===== src/design/gha_pkg.sv =====
`timescale 1ns / 1ps
`default_nettype none

package gha_pkg;

    // Table geometry.
    localparam int SLOT_COUNT   = 1024;
    localparam int PAYLOAD_BITS = 32;
    localparam int IDX_W        = $clog2(SLOT_COUNT);
    localparam int CNT_W        = $clog2(SLOT_COUNT + 1);

    // Handle layout.
    localparam int HANDLE_BITS  = 32;
    localparam int VER_BITS     = 16;
    localparam int HIDX_BITS    = 16;

    // Command queue between the front and the back.
    localparam int QUEUE_DEPTH  = 2;
    localparam int Q_PTR_W      = $clog2(QUEUE_DEPTH);
    localparam int Q_CNT_W      = $clog2(QUEUE_DEPTH + 1);

    // Request function codes.
    localparam logic [1:0] FUNC_ALLOC  = 2'd0;
    localparam logic [1:0] FUNC_FREE   = 2'd1;
    localparam logic [1:0] FUNC_LOOKUP = 2'd2;

    // Result status codes.
    localparam logic [1:0] ST_OK    = 2'd0;
    localparam logic [1:0] ST_FULL  = 2'd1;
    localparam logic [1:0] ST_STALE = 2'd2;
    localparam logic [1:0] ST_RANGE = 2'd3;

    // Classified operation carried through the queue.
    typedef enum logic [2:0] {
        OP_ALLOC,
        OP_FREE,
        OP_LOOKUP,
        OP_RANGE,
        OP_NOP
    } t_op;

    typedef struct packed {
        logic [1:0]  func;
        logic [31:0] handle_in;
        logic [31:0] payload_in;
    } t_in_beat;

    typedef struct packed {
        logic [31:0] handle_out;
        logic [31:0] payload_out;
        logic [1:0]  status;
    } t_out_beat;

    typedef struct packed {
        t_op         op;
        logic [31:0] handle;
        logic [31:0] payload;
    } t_queue_entry;

    // Back-to-front control.
    typedef struct packed {
        logic pop;
        logic clearing;
    } t_back_ctrl;

endpackage

`default_nettype wire


===== src/design/gha_front.sv =====
`timescale 1ns / 1ps
`default_nettype none

module gha_front (
    input  wire                     i_clk,
    input  wire                     i_rst_n,
    input  wire                     i_in_valid,
    output logic                    o_in_stall,
    input  gha_pkg::t_in_beat       i_in,
    output logic                    o_q_valid,
    output gha_pkg::t_queue_entry   o_q_entry,
    input  gha_pkg::t_back_ctrl     i_back
);

    gha_pkg::t_queue_entry                 r_queue [gha_pkg::QUEUE_DEPTH];
    logic [gha_pkg::Q_PTR_W-1:0]           r_wr_ptr;
    logic [gha_pkg::Q_PTR_W-1:0]           r_rd_ptr;
    logic [gha_pkg::Q_CNT_W-1:0]           r_count;
    gha_pkg::t_queue_entry                 w_entry;
    logic                                  w_push;
    logic                                  w_out_of_range;

    // Classify the incoming beat; the index range check is done here once.
    assign w_out_of_range = {1'b0, i_in.handle_in[gha_pkg::HIDX_BITS-1:0]}
                            >= (gha_pkg::HIDX_BITS + 1)'(gha_pkg::SLOT_COUNT);

    always_comb begin
        w_entry.handle  = i_in.handle_in;
        w_entry.payload = i_in.payload_in;
        unique case (i_in.func)
            gha_pkg::FUNC_ALLOC: begin
                w_entry.op = gha_pkg::OP_ALLOC;
            end
            gha_pkg::FUNC_FREE: begin
                w_entry.op = w_out_of_range ? gha_pkg::OP_RANGE : gha_pkg::OP_FREE;
            end
            gha_pkg::FUNC_LOOKUP: begin
                w_entry.op = w_out_of_range ? gha_pkg::OP_RANGE : gha_pkg::OP_LOOKUP;
            end
            default: begin
                w_entry.op = gha_pkg::OP_NOP;
            end
        endcase
    end

    // Hold off the sender while the queue is full or the table is being cleared.
    assign o_in_stall = (r_count == gha_pkg::Q_CNT_W'(gha_pkg::QUEUE_DEPTH)) ||
                        i_back.clearing;
    assign w_push     = i_in_valid && !o_in_stall;

    assign o_q_valid  = (r_count != '0);
    assign o_q_entry  = r_queue[r_rd_ptr];

    // Queue pointers and fill count.
    always_ff @(posedge i_clk) begin
        if (!i_rst_n) begin
            r_wr_ptr <= '0;
            r_rd_ptr <= '0;
            r_count  <= '0;
        end else begin
            if (w_push) begin
                r_wr_ptr <= r_wr_ptr + gha_pkg::Q_PTR_W'(1);
            end
            if (i_back.pop) begin
                r_rd_ptr <= r_rd_ptr + gha_pkg::Q_PTR_W'(1);
            end
            if (w_push && !i_back.pop) begin
                r_count <= r_count + gha_pkg::Q_CNT_W'(1);
            end else if (!w_push && i_back.pop) begin
                r_count <= r_count - gha_pkg::Q_CNT_W'(1);
            end
        end
    end

    // Queue storage needs no reset.
    always_ff @(posedge i_clk) begin
        if (w_push) begin
            r_queue[r_wr_ptr] <= w_entry;
        end
    end

endmodule

`default_nettype wire


===== config.mk =====
export PLATFORM = sky130hd
export DESIGN_NAME = gha_front
export DESIGN_NICKNAME = d
export VERILOG_FILES = /design/src/design/gha_pkg.sv /design/src/design/gha_front.sv
export SDC_FILE = /design/constraint.sdc
export NUM_CORES = 1
export LEC_CHECK = 0
export ABC_CLOCK_PERIOD_IN_PS = 6400
export BUFFER_PORTS_ARGS = -buffer_cell sky130_fd_sc_hd__buf_2
export CAP_MARGIN = 40
export CORE_MARGIN = 1
export CORE_UTILIZATION = 52
export CTS_CLUSTER_SIZE = 10
export DETAILED_ROUTE_END_ITERATION = 16
export PLACE_DENSITY = 0.82
export SLEW_MARGIN = 20
export SYNTH_ARGS = -nofsm -noshare
export SYNTH_HDL_FRONTEND = slang
export SYNTH_SLANG_ARGS = --single-unit

===== constraint.sdc =====
create_clock -name i_clk -period 6.4 [get_ports i_clk]
set_input_delay 1.28 -clock i_clk [delete_from_list [all_inputs] [get_ports i_clk]]
set_output_delay 1.28 -clock i_clk [all_outputs]
set_load 0.01 [all_outputs]

Yosys cells after proc, flatten, opt, wreduce, memory -nomap -nowiden
Memory sizes are Yosys's and may differ from the RTL's. A register that Yosys moved wholly into a read port is not among the register bits.
Cells that the tools add are included.
Cells by class
  $add $sub $neg: 4
  $lt $le $gt $ge: 1
  equality and inequality tests: 3
  mux-type cells: 9
  reductions and logical operators: 10
Operators with widths (number)
  $ge 16x11->1 const B: 1
  $pmux 3 s3: 1
  $mux 2: 3
  $mux 1: 5
  $eq 2x2->1 const B: 2
  $reduce_bool 2->1: 2
  $logic_and 1x1->1: 3
  $logic_not 1->1: 3
  $add 1x1->1 const B: 2
  $add 2x1->2 const B: 1
  $eq 2x1->1 const B: 1
  $logic_not 2->1: 1
  $sub 2x1->2 const B: 1
  $logic_or 1x1->1: 1
Word-level totals
  register bits: 4
  memory bits (writable): 134
  bits of input ports: 71
  output and inout bits: 69
  word-level logic and storage cells: 31
  memories: 1
Memories
  r_queue: depth 2, width 67, rd ports 1, clocked after Yosys merged registers in 1, write ports 1, line gha_front.sv:15  | gha_pkg::t_queue_entry r_queue [gha_pkg::QUEUE_DEPTH];

Depth between registers and ports, before layout
Gate-level depths: netlist of run 1.
  word-level depth: 8
  depth in mapped cells: 6

Worst setup path after synthesis of run 1
Ideal clock, no wire load.
  path kind: input -> register
  start: input port i_back[0] (netlist name)
  end: memory r_queue[0][0] (netlist name), enable pin
  setup time: 0.500 ns
  arrival: 4.562 ns
  slack: 1.337 ns
  stages on the path: 2
  path through: nor3b_2 nor2b_1
On the way
  longest elaborated chain between the ends: 5
RTL lines
  start: declaration: line gha_front.sv:12  | input gha_pkg::t_back_ctrl i_back
  $logic_or 1x1->1: line gha_front.sv:47  | assign o_in_stall = (r_count == gha_pkg::Q_CNT_W'(gha_pkg::QUEUE_DEPTH)) ||
  $logic_not 1->1: line gha_front.sv:49  | assign w_push = i_in_valid && !o_in_stall;
  $logic_and 1x1->1: line gha_front.sv:49
  $mux 1: line gha_front.sv:77  | if (w_push) begin
  $mux 1 (implied by the code): line gha_front.sv:78  | r_queue[r_wr_ptr] <= w_entry;
  end: declaration: line gha_front.sv:15
Every way passes these cells.

==> flow_summary_export.csv, run 1 <==
group,metric,value,unit
worst_setup_path,setup.worst_path.class,"register to output port",
timing,maxClockFrequency,318,MHz
final_layout,finalNonFillerCells,537,
global_routing,grt_start_max_net_pins,52,
clocking,number_of_buffers_inserted_during_clock_tree_synthesis,17,
worst_setup_path,crit_cells,3,
detailed_routing,finalWirelength,8.39,mm
floorplan,ios,140,
timing,layout_worst_path_cycle_share,0.492,
timing,setup_violations,0,
yosys,synth_most_common_cell,"sky130_fd_sc_hd__edfxtp_1",
pwr,vdd.ir_drop.worst,0.205,mV
worst_setup_path,timing.rr.end,"r_queue[0][39]",
yosys,ys_ff_latch,139,
worst_setup_path,worst_ep_required,5.12,ns
worst_setup_path,startpoint_type_of_the_worst_setup_path,"register",
yosys,yosys_warnings,0,
worst_setup_path,crit_fanout,51,
worst_setup_path,data_arrival_time_of_the_critical_path,1.87,ns
detailed_routing,post_drt_via_cell_ratio,4.86,
detailed_routing,post_drt_wl_per_cell,15.6,um
final_layout,nNetsFinal,467,
detailed_routing,initialDrtViolationCount,77,
yosys,number_of_enable_flip_flop_cells_after_synthesis,134,
timing,worst_relative_slew_slack,0.689,
detailed_routing,met3_length,588,um
timing,layout_setup_ws,3.25,ns
clocking,cts.clk_slew.worst_paths,0.06,ns
yosys,synth.top_cells.by_area,"sky130_fd_sc_hd__edfxtp_1, sky130_fd_sc_hd__mux2_2, sky130_fd_sc_hd__dfxtp_1, sky130_fd_sc_hd__mux2_1, sky130_fd_sc_hd__and2_1",
timing,totalNegativeSetupSlack,0,ns
detailed_routing,detailroute.wirelength.met2,4.16,mm
detailed_routing,routed-via-count,2608,
floorplan,core-area,9370,um2
place,io_buffer_count,139,
timing,hold-worst-slack,0.498,ns
worst_setup_path,max_stage_delay,0.51,ns
yosys,synth_cell_types,23,
detailed_routing,drcViolationCount,0,
yosys,synth_cells,240,
timing,maxSlewViolCount,0,
global_routing,vias_in_the_first_global_route,2677,
yosys,asyncSetResetFlopFracSynth,0,
yosys,yosysSeqAreaShare,0.806,
clocking,tritoncts,"built",
worst_setup_path,timing.reg2reg.worst_path_depth,5,
timing,tightestPinTransition,0.466,ns
place,detailedPlacementHpwl,5.53,mm
place,placed_cells,505,
clocking,cts_repair_resize_count,0,
clocking,clock_path_buffers,2,
global_routing,grt_usage,0.169,
yosys,syn-cell-area,5120,um2
floorplan,placementRows,35,
place,place_area,6020,um2
clocking,worstSkewPairLatency,0.50,ns
final_layout,antenna-diode-count,0,
detailed_routing,routed.top_layer,"met4",
worst_setup_path,worst_setup_endpoint,"o_q_entry[5]",
detailed_routing,firstDrtPassIters,4,
floorplan,die_height,101,um
worst_setup_path,crit_buf_inv,2,
detailed_routing,postRouteAntennaNets,0,
yosys,netlist_top_cells_count,"sky130_fd_sc_hd__edfxtp_1, sky130_fd_sc_hd__mux2_2, sky130_fd_sc_hd__mux2_1, sky130_fd_sc_hd__and2_1, sky130_fd_sc_hd__dfxtp_1",
yosys,netlist.top_cell.by_area,"sky130_fd_sc_hd__edfxtp_1",
worst_setup_path,r2r_setup_slack,4.12,ns
final_layout,final_layout_size_suffix_gt1_frac,0.583,
worst_setup_path,reg2reg_launch_point,"r_count[0]",
worst_setup_path,timing.critical_path.slowest_stage_cell,"sky130_fd_sc_hd__dfxtp_4",
pwr,power_per_cell_area,332,nW/um2
pwr,cellLeakagePower,2.46,nW
clocking,cts.repair_timing.setup_buffer_count,0,
floorplan,chipWidth,101,um
worst_setup_path,critical-path-top-delay-family,"flip-flops",
job,maxCapViolCount,0,
yosys,synth_top_flop_cell,"sky130_fd_sc_hd__edfxtp_1",
timing,grt_setup_unrepaired,"no",
clocking,clock-sinks,139,
place,pre_cts_ws,3.23,ns
global_routing,grt_remaining_overflow,0,
detailed_routing,detail_route.wirelength.met1,3.55,mm
clocking,root_buffer_selected_by_cts,"sky130_fd_sc_hd__clkbuf_8",
worst_setup_path,worstSetupEndpointType,"output port",
clocking,cts_max_level,4,
min_path,worstHoldPathType,"register to register",
global_routing,grt_pass1_wl,12.5,mm
worst_setup_path,list_of_cells_traversed_by_the_critical_path,"buf_16 > mux2_2 > buf_2",
final_layout,layout-area-overhead-vs-synth,28.6,%
yosys,synth_nets,312,
floorplan,initial_utilization,0.546,
timing,timing_hold_violations_final,0,
yosys,synth_largest_type_area_fraction,0.786,
timing,post-route-min-period,3.15,ns
timing,max_clock_skew,0.00991,ns
global_routing,antenna_violations_before_repair,0,
min_path,hold-path-cell-count,2,
final_layout,postLayoutCellArea,6580,um2
place,place_congestion,0.724,
status,status,"complete, no violations",
floorplan,die-area,10200,um2
yosys,mean_syn_cell_area,21.3,um2
clocking,cts.hold.buffers_added,0,
[worst min-delay path by stage]
stage                          start          to  slack, ns
after floorplan             r_wr_ptr    r_wr_ptr       0.45
after global placement    r_count[1]  r_count[1]       0.47
after global routing      r_count[1]  r_count[1]       0.53
after detailed placement  r_count[1]  r_count[1]       0.49
final                     r_count[1]  r_count[1]       0.50
after CTS                 r_count[1]  r_count[1]       0.50
[registers in the layout (all words and copies together) (netlist names), named ones only]
signal    flops
r_wr_ptr      1
r_rd_ptr      1
r_count       2
r_queue     134
[layout make-up]
type | instances | area, um2
inverter | 1 | 3.75
fill | 642 | 2790
clock inverter | 13 | 143
sequential | 139 | 4130
timing repair buffer | 143 | 771
clock buffer | 19 | 422
multi-input combinational | 93 | 955
tap | 129 | 161
[placed cells by master (no fill, tap or decap), drive strengths merged]
master	instances
nor3b	1
nor3	1
nand2b	3
o21ai	3
xor2	2
or2	2
buf	143
a21boi	1
nor2b	2
dfxtp	5
mux2i	1
xnor2	1
ha	1
inv	5
bufinv	2
or4	1
mux2	67
clkinvlp	3
nand2	1
and2	5
clkinv	4
edfxtp	134
or3	1
clkbuf	19
[worst min-delay path: stages, from the launching register on]
cell and delay (ns):
sky130_fd_sc_hd__dfxtp_1 0.32, sky130_fd_sc_hd__o21ai_0 0.07, sky130_fd_sc_hd__a21boi_1 0.06
[logic make-up after synthesis]
kind of cell | count (synthesis) | share of synthesized area
muxes | 68 | 0.149
buffers and inverters | 8 | 0.00953
AOI/OAI and AO/OA | 4 | 0.00440
and+or+nand+nor | 17 | 0.0232
DFF | 139 | 0.806
xor gates and xnor gates | 3 | 0.00514
adders and majority gates | 1 | 0.00244
[power breakdown]
group	leakage, nW	switching (mW)	internal, mW
Combinational	0.922	0.104	0.103
Sequential	1.27	0.0158	1.05
Clock	0.265	0.358	0.558
Total	2.46	0.478	1.71
[layer usage]
metal / vias up / global-route usage
met5: - / 0
met4: 0 / 0.0680
met3: 8 / 0.0725
met2: 98 / 0.279
met1: 1246 / 0.194
li1: 1256 / -
[through the flow]
stage / power (mW) / util
after floorplan: 1.20 / -
after global placement: 1.28 / 0.635
after detailed placement: 1.29 / 0.642
after CTS: 2.21 / 0.702
after global routing: 2.27 / 0.702
final: 2.19 / 0.702
No activity file was read; power rests on OpenSTA's default activity.
==> run 2, diff against run 1 <==
Settings changed: ABC_AREA from default to 1, ABC_CLOCK_PERIOD_IN_PS 6400 to 3100.
Clock period 6.4 ns to 3.1 ns, I/O delays scaled along.
==> flow_summary_export.csv, run 2 <==
group,metric,value,unit
final_layout,largest_register_ffs,134,
yosys,synth_top_flop_cell,"sky130_fd_sc_hd__edfxtp_1",
floorplan,chipWidth,102,um
yosys,synth_largest_type_area_fraction,0.766,
final_layout,layout-area-overhead-vs-synth,28.2,%
place,io_buffer_count,139,
worst_setup_path,setup.worst_path.class,"register to output port",
detailed_routing,post_drt_wl_per_cell,15.5,um
pwr,power_per_cell_area,678,nW/um2
final_layout,post-route-util,0.689,
timing,setup_violations,0,
worst_setup_path,worst_ep_required,2.48,ns
detailed_routing,initialDrtViolationCount,93,
floorplan,initial_utilization,0.537,
pwr,finalPower,4.56,mW
worst_setup_path,worstSetupEndpointType,"output port",
timing,timing_hold_violations_final,0,
yosys,netlist_top_cells_count,"sky130_fd_sc_hd__edfxtp_1, sky130_fd_sc_hd__mux2_2, sky130_fd_sc_hd__mux2_4, sky130_fd_sc_hd__nand2_1, sky130_fd_sc_hd__inv_1",
yosys,mean_syn_cell_area,20.2,um2
global_routing,global_route_met2_utilization,0.282,
yosys,synth_nets,332,
place,place_congestion,0.682,
final_layout,nNetsFinal,487,
timing,tightestPinTransition,0.504,ns
worst_setup_path,crit_fanout,21,
yosys,asyncSetResetFlopFracSynth,0,
global_routing,grt_usage,0.172,
pwr,cellLeakagePower,2.64,nW
timing,maxSlewViolCount,0,
clocking,cts_max_level,4,
timing,post-route-min-period,2.58,ns
yosys,synth_cell_types,16,
final_layout,finalNonFillerCells,561,
clocking,cts.clk_slew.worst_paths,0.06,ns
final_layout,top_regs,"r_queue (134), r_count (2)",
pwr,vdd.ir_drop.worst,0.369,mV
global_routing,grt.met3_usage,0.0581,
worst_setup_path,reg2reg_launch_point,"r_count[0]",
global_routing,grt_remaining_overflow,0,
clocking,worstSkewPairLatency,0.50,ns
clocking,number_of_buffers_inserted_during_clock_tree_synthesis,17,
floorplan,die-area,10500,um2
detailed_routing,routed-via-count,2747,
worst_setup_path,data_arrival_time_of_the_critical_path,1.96,ns
clocking,cts.repair_timing.setup_buffer_count,0,
timing,totalNegativeSetupSlack,0,ns
final_layout,layout.cells.most_common,"sky130_fd_sc_hd__buf_2",
clocking,cts_repair_resize_count,0,
place,detailedPlacementHpwl,5.58,mm
clocking,cts.hold.buffers_added,0,
global_routing,grt_start_max_net_pins,68,
floorplan,placementRows,36,
detailed_routing,drcViolationCount,0,
clocking,root_buffer_selected_by_cts,"sky130_fd_sc_hd__clkbuf_8",
clocking,tritoncts,"built",
timing,max_clock_skew,0.00331,ns
timing,maxClockFrequency,388,MHz
place,place_area,6130,um2
min_path,holdCritStartpoint,"i_in[20]",
global_routing,top_usage_layer,"met2",
floorplan,die_height,102,um
global_routing,antenna_violations_before_repair,1,
final_layout,leading_cell_types_in_the_layout_fill_and_taps_excluded,"sky130_fd_sc_hd__buf_2, sky130_fd_sc_hd__edfxtp_1, sky130_fd_sc_hd__mux2_2, sky130_fd_sc_hd__mux2_4, sky130_fd_sc_hd__clkbuf_16",
detailed_routing,post_drt_via_cell_ratio,4.90,
yosys,yosys_warnings,0,
final_layout,final_layout_size_suffix_gt1_frac,0.570,
global_routing,vias_in_the_first_global_route,2712,
worst_setup_path,startpoint_type_of_the_worst_setup_path,"register",
global_routing,grt_pass1_wl,12.9,mm
place,placed_cells,529,
job,maxCapViolCount,0,
floorplan,core-area,9770,um2
timing,worst_relative_slew_slack,0.663,
floorplan,ios,140,
detailed_routing,firstDrtPassIters,4,
timing,layout_worst_path_cycle_share,0.832,
detailed_routing,postRouteAntennaNets,0,
final_layout,postLayoutCellArea,6730,um2
yosys,ys_ff_latch,139,
yosys,synth_most_common_cell,"sky130_fd_sc_hd__edfxtp_1",
yosys,netlist.top_cell.by_area,"sky130_fd_sc_hd__edfxtp_1",
yosys,yosysSeqAreaShare,0.786,
yosys,syn-cell-area,5250,um2
final_layout,max_flop_register,"r_queue",
min_path,worstHoldPathType,"input port to register",
clocking,clock_path_buffers,2,
clocking,clock-sinks,139,
yosys,number_of_enable_flip_flop_cells_after_synthesis,134,
yosys,synth_cells,260,
global_routing,globalRouteMet1Util,0.206,
final_layout,antenna-diode-count,0,
status,status,"complete, no violations",
timing,grt_setup_unrepaired,"no",
yosys,synth.top_cells.by_area,"sky130_fd_sc_hd__edfxtp_1, sky130_fd_sc_hd__mux2_4, sky130_fd_sc_hd__mux2_2, sky130_fd_sc_hd__dfxtp_1, sky130_fd_sc_hd__nand2_1",
detailed_routing,finalWirelength,8.68,mm
[run 2: changes by cell type after synthesis, moves of 3 or more]
cell                       previous run  this run
sky130_fd_sc_hd__buf_4                4         1
sky130_fd_sc_hd__nand2b_1             3         0
sky130_fd_sc_hd__and2_1               5         0
sky130_fd_sc_hd__mux2_2              59        37
sky130_fd_sc_hd__buf_6                0         3
sky130_fd_sc_hd__mux2_4               0        30
sky130_fd_sc_hd__nand2_1              1        14
sky130_fd_sc_hd__inv_1                1        13
sky130_fd_sc_hd__mux2_1               8         0
sky130_fd_sc_hd__nor2_1               0         9
[run 2: final timing paths]
kind / to / slack, ns / depth (start not counted)
worst max-delay path: o_q_entry[14] / 0.52 / 3
worst min-delay path: r_queue[1][20] / 0.30 / 1
worst max register to register: r_queue[0][60] / 1.24 / 5
worst min register to register: r_rd_ptr / 0.50 / 2
[run 2: metrics by stage]
step,hold slack (ns),worst slack (ns)
3_5_place_dp,0.502,0.959
3_3_place_gp,0.477,1.02
2_1_floorplan,0.463,0.111
5_1_grt,0.275,0.415
4_1_cts,0.278,0.474
6_report,0.300,0.522
[run 2: layout make-up]
cell class	count	area, um2
Clock buffer	18	418
Fill cell	668	3040
Clock inverter	14	178
Timing Repair Buffer	143	763
Multi-Input combinational cell	101	1030
Sequential cell	139	4130
Tap cell	133	166
Inverter	13	48.8
[run 2: cells by family after synthesis]
| kind of cell | after synthesis | share of synthesized area |
|---|---|---|
| DFF | 139 | 0.786 |
| buffers and inverters | 20 | 0.0200 |
| AOI/OAI and AO/OA | 4 | 0.00381 |
| and+or+nand+nor | 29 | 0.0231 |
| adders and majority gates | 1 | 0.00238 |
| muxes | 67 | 0.165 |
[run 2: critical path: stages (launching register included)]
cell	delay (ns)
sky130_fd_sc_hd__dfxtp_4	0.58
sky130_fd_sc_hd__buf_4	0.35
sky130_fd_sc_hd__mux2_2	0.38
sky130_fd_sc_hd__buf_2	0.14
[run 2: report_power, final]
group	switching, mW	internal [mW]
clock	0.712	1.29
sequential	0.0297	2.15
combinational	0.189	0.190
total	0.931	3.63
[run 2: layer usage]
metal  part of all wire  up-vias  wire, um
met2               0.50      110      4320
met4              0.017        2       146
met3              0.068       16       588
met1               0.42     1315      3610
met5             0.0013        -        11
li1                   -     1304         -
==> run 3, diff against run 2 <==
Settings changed: ABC_AREA 1 to 0, ABC_CLOCK_PERIOD_IN_PS 3100 to 2300, CORE_UTILIZATION 52 to 47, PLACE_DENSITY 0.82 to 0.79.
Clock period 3.1 ns to 2.3 ns, I/O delays scaled along.
==> flow_summary_export.csv, run 3 (same netlist as run 1, synthesis figures left out) <==
group,metric,value,unit
global_routing,antenna_violations_before_repair,0,
job,maxCapViolCount,0,
final_layout,nNetsFinal,470,
status,status,"complete, no violations",
detailed_routing,post_drt_via_cell_ratio,4.95,
worst_setup_path,reg2reg_launch_point,"r_count[0]",
global_routing,grt_remaining_overflow,0,
floorplan,die_height,106,um
place,place_congestion,0.654,
detailed_routing,finalWirelength,8.55,mm
final_layout,top_regs,"r_queue (134), r_count (2)",
clocking,number_of_buffers_inserted_during_clock_tree_synthesis,17,
timing,layout_worst_path_cycle_share,0.943,
pwr,p_sw,1.30,mW
pwr,pwr-share-seq,0.481,
detailed_routing,postRouteAntennaNets,0,
floorplan,chipWidth,106,um
clocking,root_buffer_selected_by_cts,"sky130_fd_sc_hd__clkbuf_8",
timing,tightestPinTransition,0.372,ns
clocking,cts_max_level,4,
worst_setup_path,worst_ep_required,1.84,ns
global_routing,grt_usage,0.159,
floorplan,initial_utilization,0.489,
worst_setup_path,timing.reg2reg.worst_path_depth,4,
worst_setup_path,setup.worst_path.class,"register to output port",
detailed_routing,post_drt_wl_per_cell,15.7,um
worst_setup_path,timing.rr.end,"r_queue[0][58]",
detailed_routing,initialDrtViolationCount,75,
clocking,cts.clk_slew.worst_paths,0.06,ns
final_layout,antenna-diode-count,0,
worst_setup_path,r2r_setup_slack,0.58,ns
detailed_routing,routed-via-count,2702,
global_routing,grt_start_max_net_pins,68,
place,io_buffer_count,139,
final_layout,final_layout_size_suffix_gt1_frac,0.588,
worst_setup_path,worstSetupEndpointType,"output port",
detailed_routing,firstDrtPassIters,4,
pwr,vdd.ir_drop.worst,0.560,mV
detailed_routing,drcViolationCount,0,
pwr,cellLeakagePower,2.49,nW
global_routing,grt_pass1_wl,13.2,mm
clocking,clock_path_buffers,2,
worst_setup_path,data_arrival_time_of_the_critical_path,1.71,ns
timing,maxSlewViolCount,0,
pwr,internal_power,4.85,mW
worst_setup_path,startpoint_type_of_the_worst_setup_path,"register",
final_layout,largest_register_ffs,134,
timing,worst_relative_slew_slack,0.752,
place,detailedPlacementHpwl,5.43,mm
timing,post-route-min-period,2.17,ns
floorplan,ios,140,
pwr,comb_power_share,0.096,
timing,grt_setup_unrepaired,"no",
timing,setup_violations,0,
clocking,worstSkewPairLatency,0.51,ns
floorplan,die-area,11300,um2
min_path,worstHoldEndpoint,"r_queue[0][6]",
final_layout,max_flop_register,"r_queue",
floorplan,core-area,10500,um2
pwr,power.switching_fraction,0.212,
final_layout,leading_cell_types_in_the_layout_fill_and_taps_excluded,"sky130_fd_sc_hd__buf_2, sky130_fd_sc_hd__edfxtp_1, sky130_fd_sc_hd__mux2_2, sky130_fd_sc_hd__clkbuf_16, sky130_fd_sc_hd__mux2_1",
pwr,clock_power_share,0.422,
clocking,tritoncts,"built",
final_layout,fillerInstances,773,
timing,hold-worst-slack,0.139,ns
timing,totalNegativeSetupSlack,0,ns
final_layout,layout.cells.most_common,"sky130_fd_sc_hd__buf_2",
timing,timing_hold_violations_final,0,
worst_setup_path,crit_fanout,23,
floorplan,placementRows,37,
global_routing,vias_in_the_first_global_route,2768,
min_path,hold-path-cell-count,1,
timing,max_clock_skew,0.00884,ns
clocking,clock-sinks,139,
final_layout,layout-area-overhead-vs-synth,29.5,%
min_path,holdCritStartpoint,"i_in[6]",
timing,maxClockFrequency,461,MHz
pwr,power_per_cell_area,927,nW/um2
min_path,worstHoldPathType,"input port to register",
-- run 3: worst max-delay path, stage by stage, from the launching register on --
cell,delay (ns)
sky130_fd_sc_hd__dfxtp_4,0.48
sky130_fd_sc_hd__buf_12,0.22
sky130_fd_sc_hd__mux2_2,0.36
sky130_fd_sc_hd__buf_2,0.14
-- run 3: area by class of cell --
type / instances / area, um2 / area share
Sequential cell: 139 / 4130 / 0.623
Timing Repair Buffer: 146 / 802 / 0.121
Tap cell: 136 / 170 / 0.0257
Clock inverter: 13 / 153 / 0.0230
Multi-Input combinational cell: 93 / 955 / 0.144
Clock buffer: 18 / 418 / 0.0630
Inverter: 1 / 3.75 / 0.000566
-- run 3: repair_timing --
item	4_1_cts	5_1_grt
endpoints found under the setup margin	26	0
hold buffers	0	0
gates resized for setup	0	0
buffers inserted	1	0
-- run 3: worst max path at each step --
stage                     depth (start not counted)       from  slack (ns)        endpoint
after global placement                            4  i_back[0]        0.48  r_queue[0][40]
final                                             3   register        0.13   o_q_entry[37]
after CTS                                         3   register        0.08   o_q_entry[37]
after floorplan                                   2  i_back[0]        0.06   r_queue[0][0]
after global routing                              3   register        0.05   o_q_entry[37]
after detailed placement                          4  i_back[0]        0.46  r_queue[0][62]
-- run 3: metal layers --
layer / vias up / track usage / part of all wire
met3: 11 / 0.0613 / 0.068
met2: 101 / 0.257 / 0.50
met4: 0 / 0.0595 / 0.0091
met5: - / 0 / 0
li1: 1261 / - / -
met1: 1329 / 0.194 / 0.42
-- run 3: stage by stage --
step	cell area (um2)	std cells	setup WS [ns]	power [mW]	util
final	6630	546	0.131	6.15	0.634
after global routing	6630	546	0.0471	6.37	0.634
after CTS	6630	546	0.0822	6.22	0.634
after detailed placement	6050	514	0.464	3.61	0.578
after global placement	6050	514	0.476	3.59	0.578
after floorplan	5130	240	0.0612	3.34	-
-- run 3: power groups by stage --
stage	Combinational (mW)	Clock, mW	Sequential, mW
2_1_floorplan	0.341	0	2.99
6_report	0.592	2.60	2.96
5_1_grt	0.642	2.76	2.97
3_3_place_gp	0.576	0	3.01
4_1_cts	0.604	2.65	2.96
3_5_place_dp	0.586	0	3.02
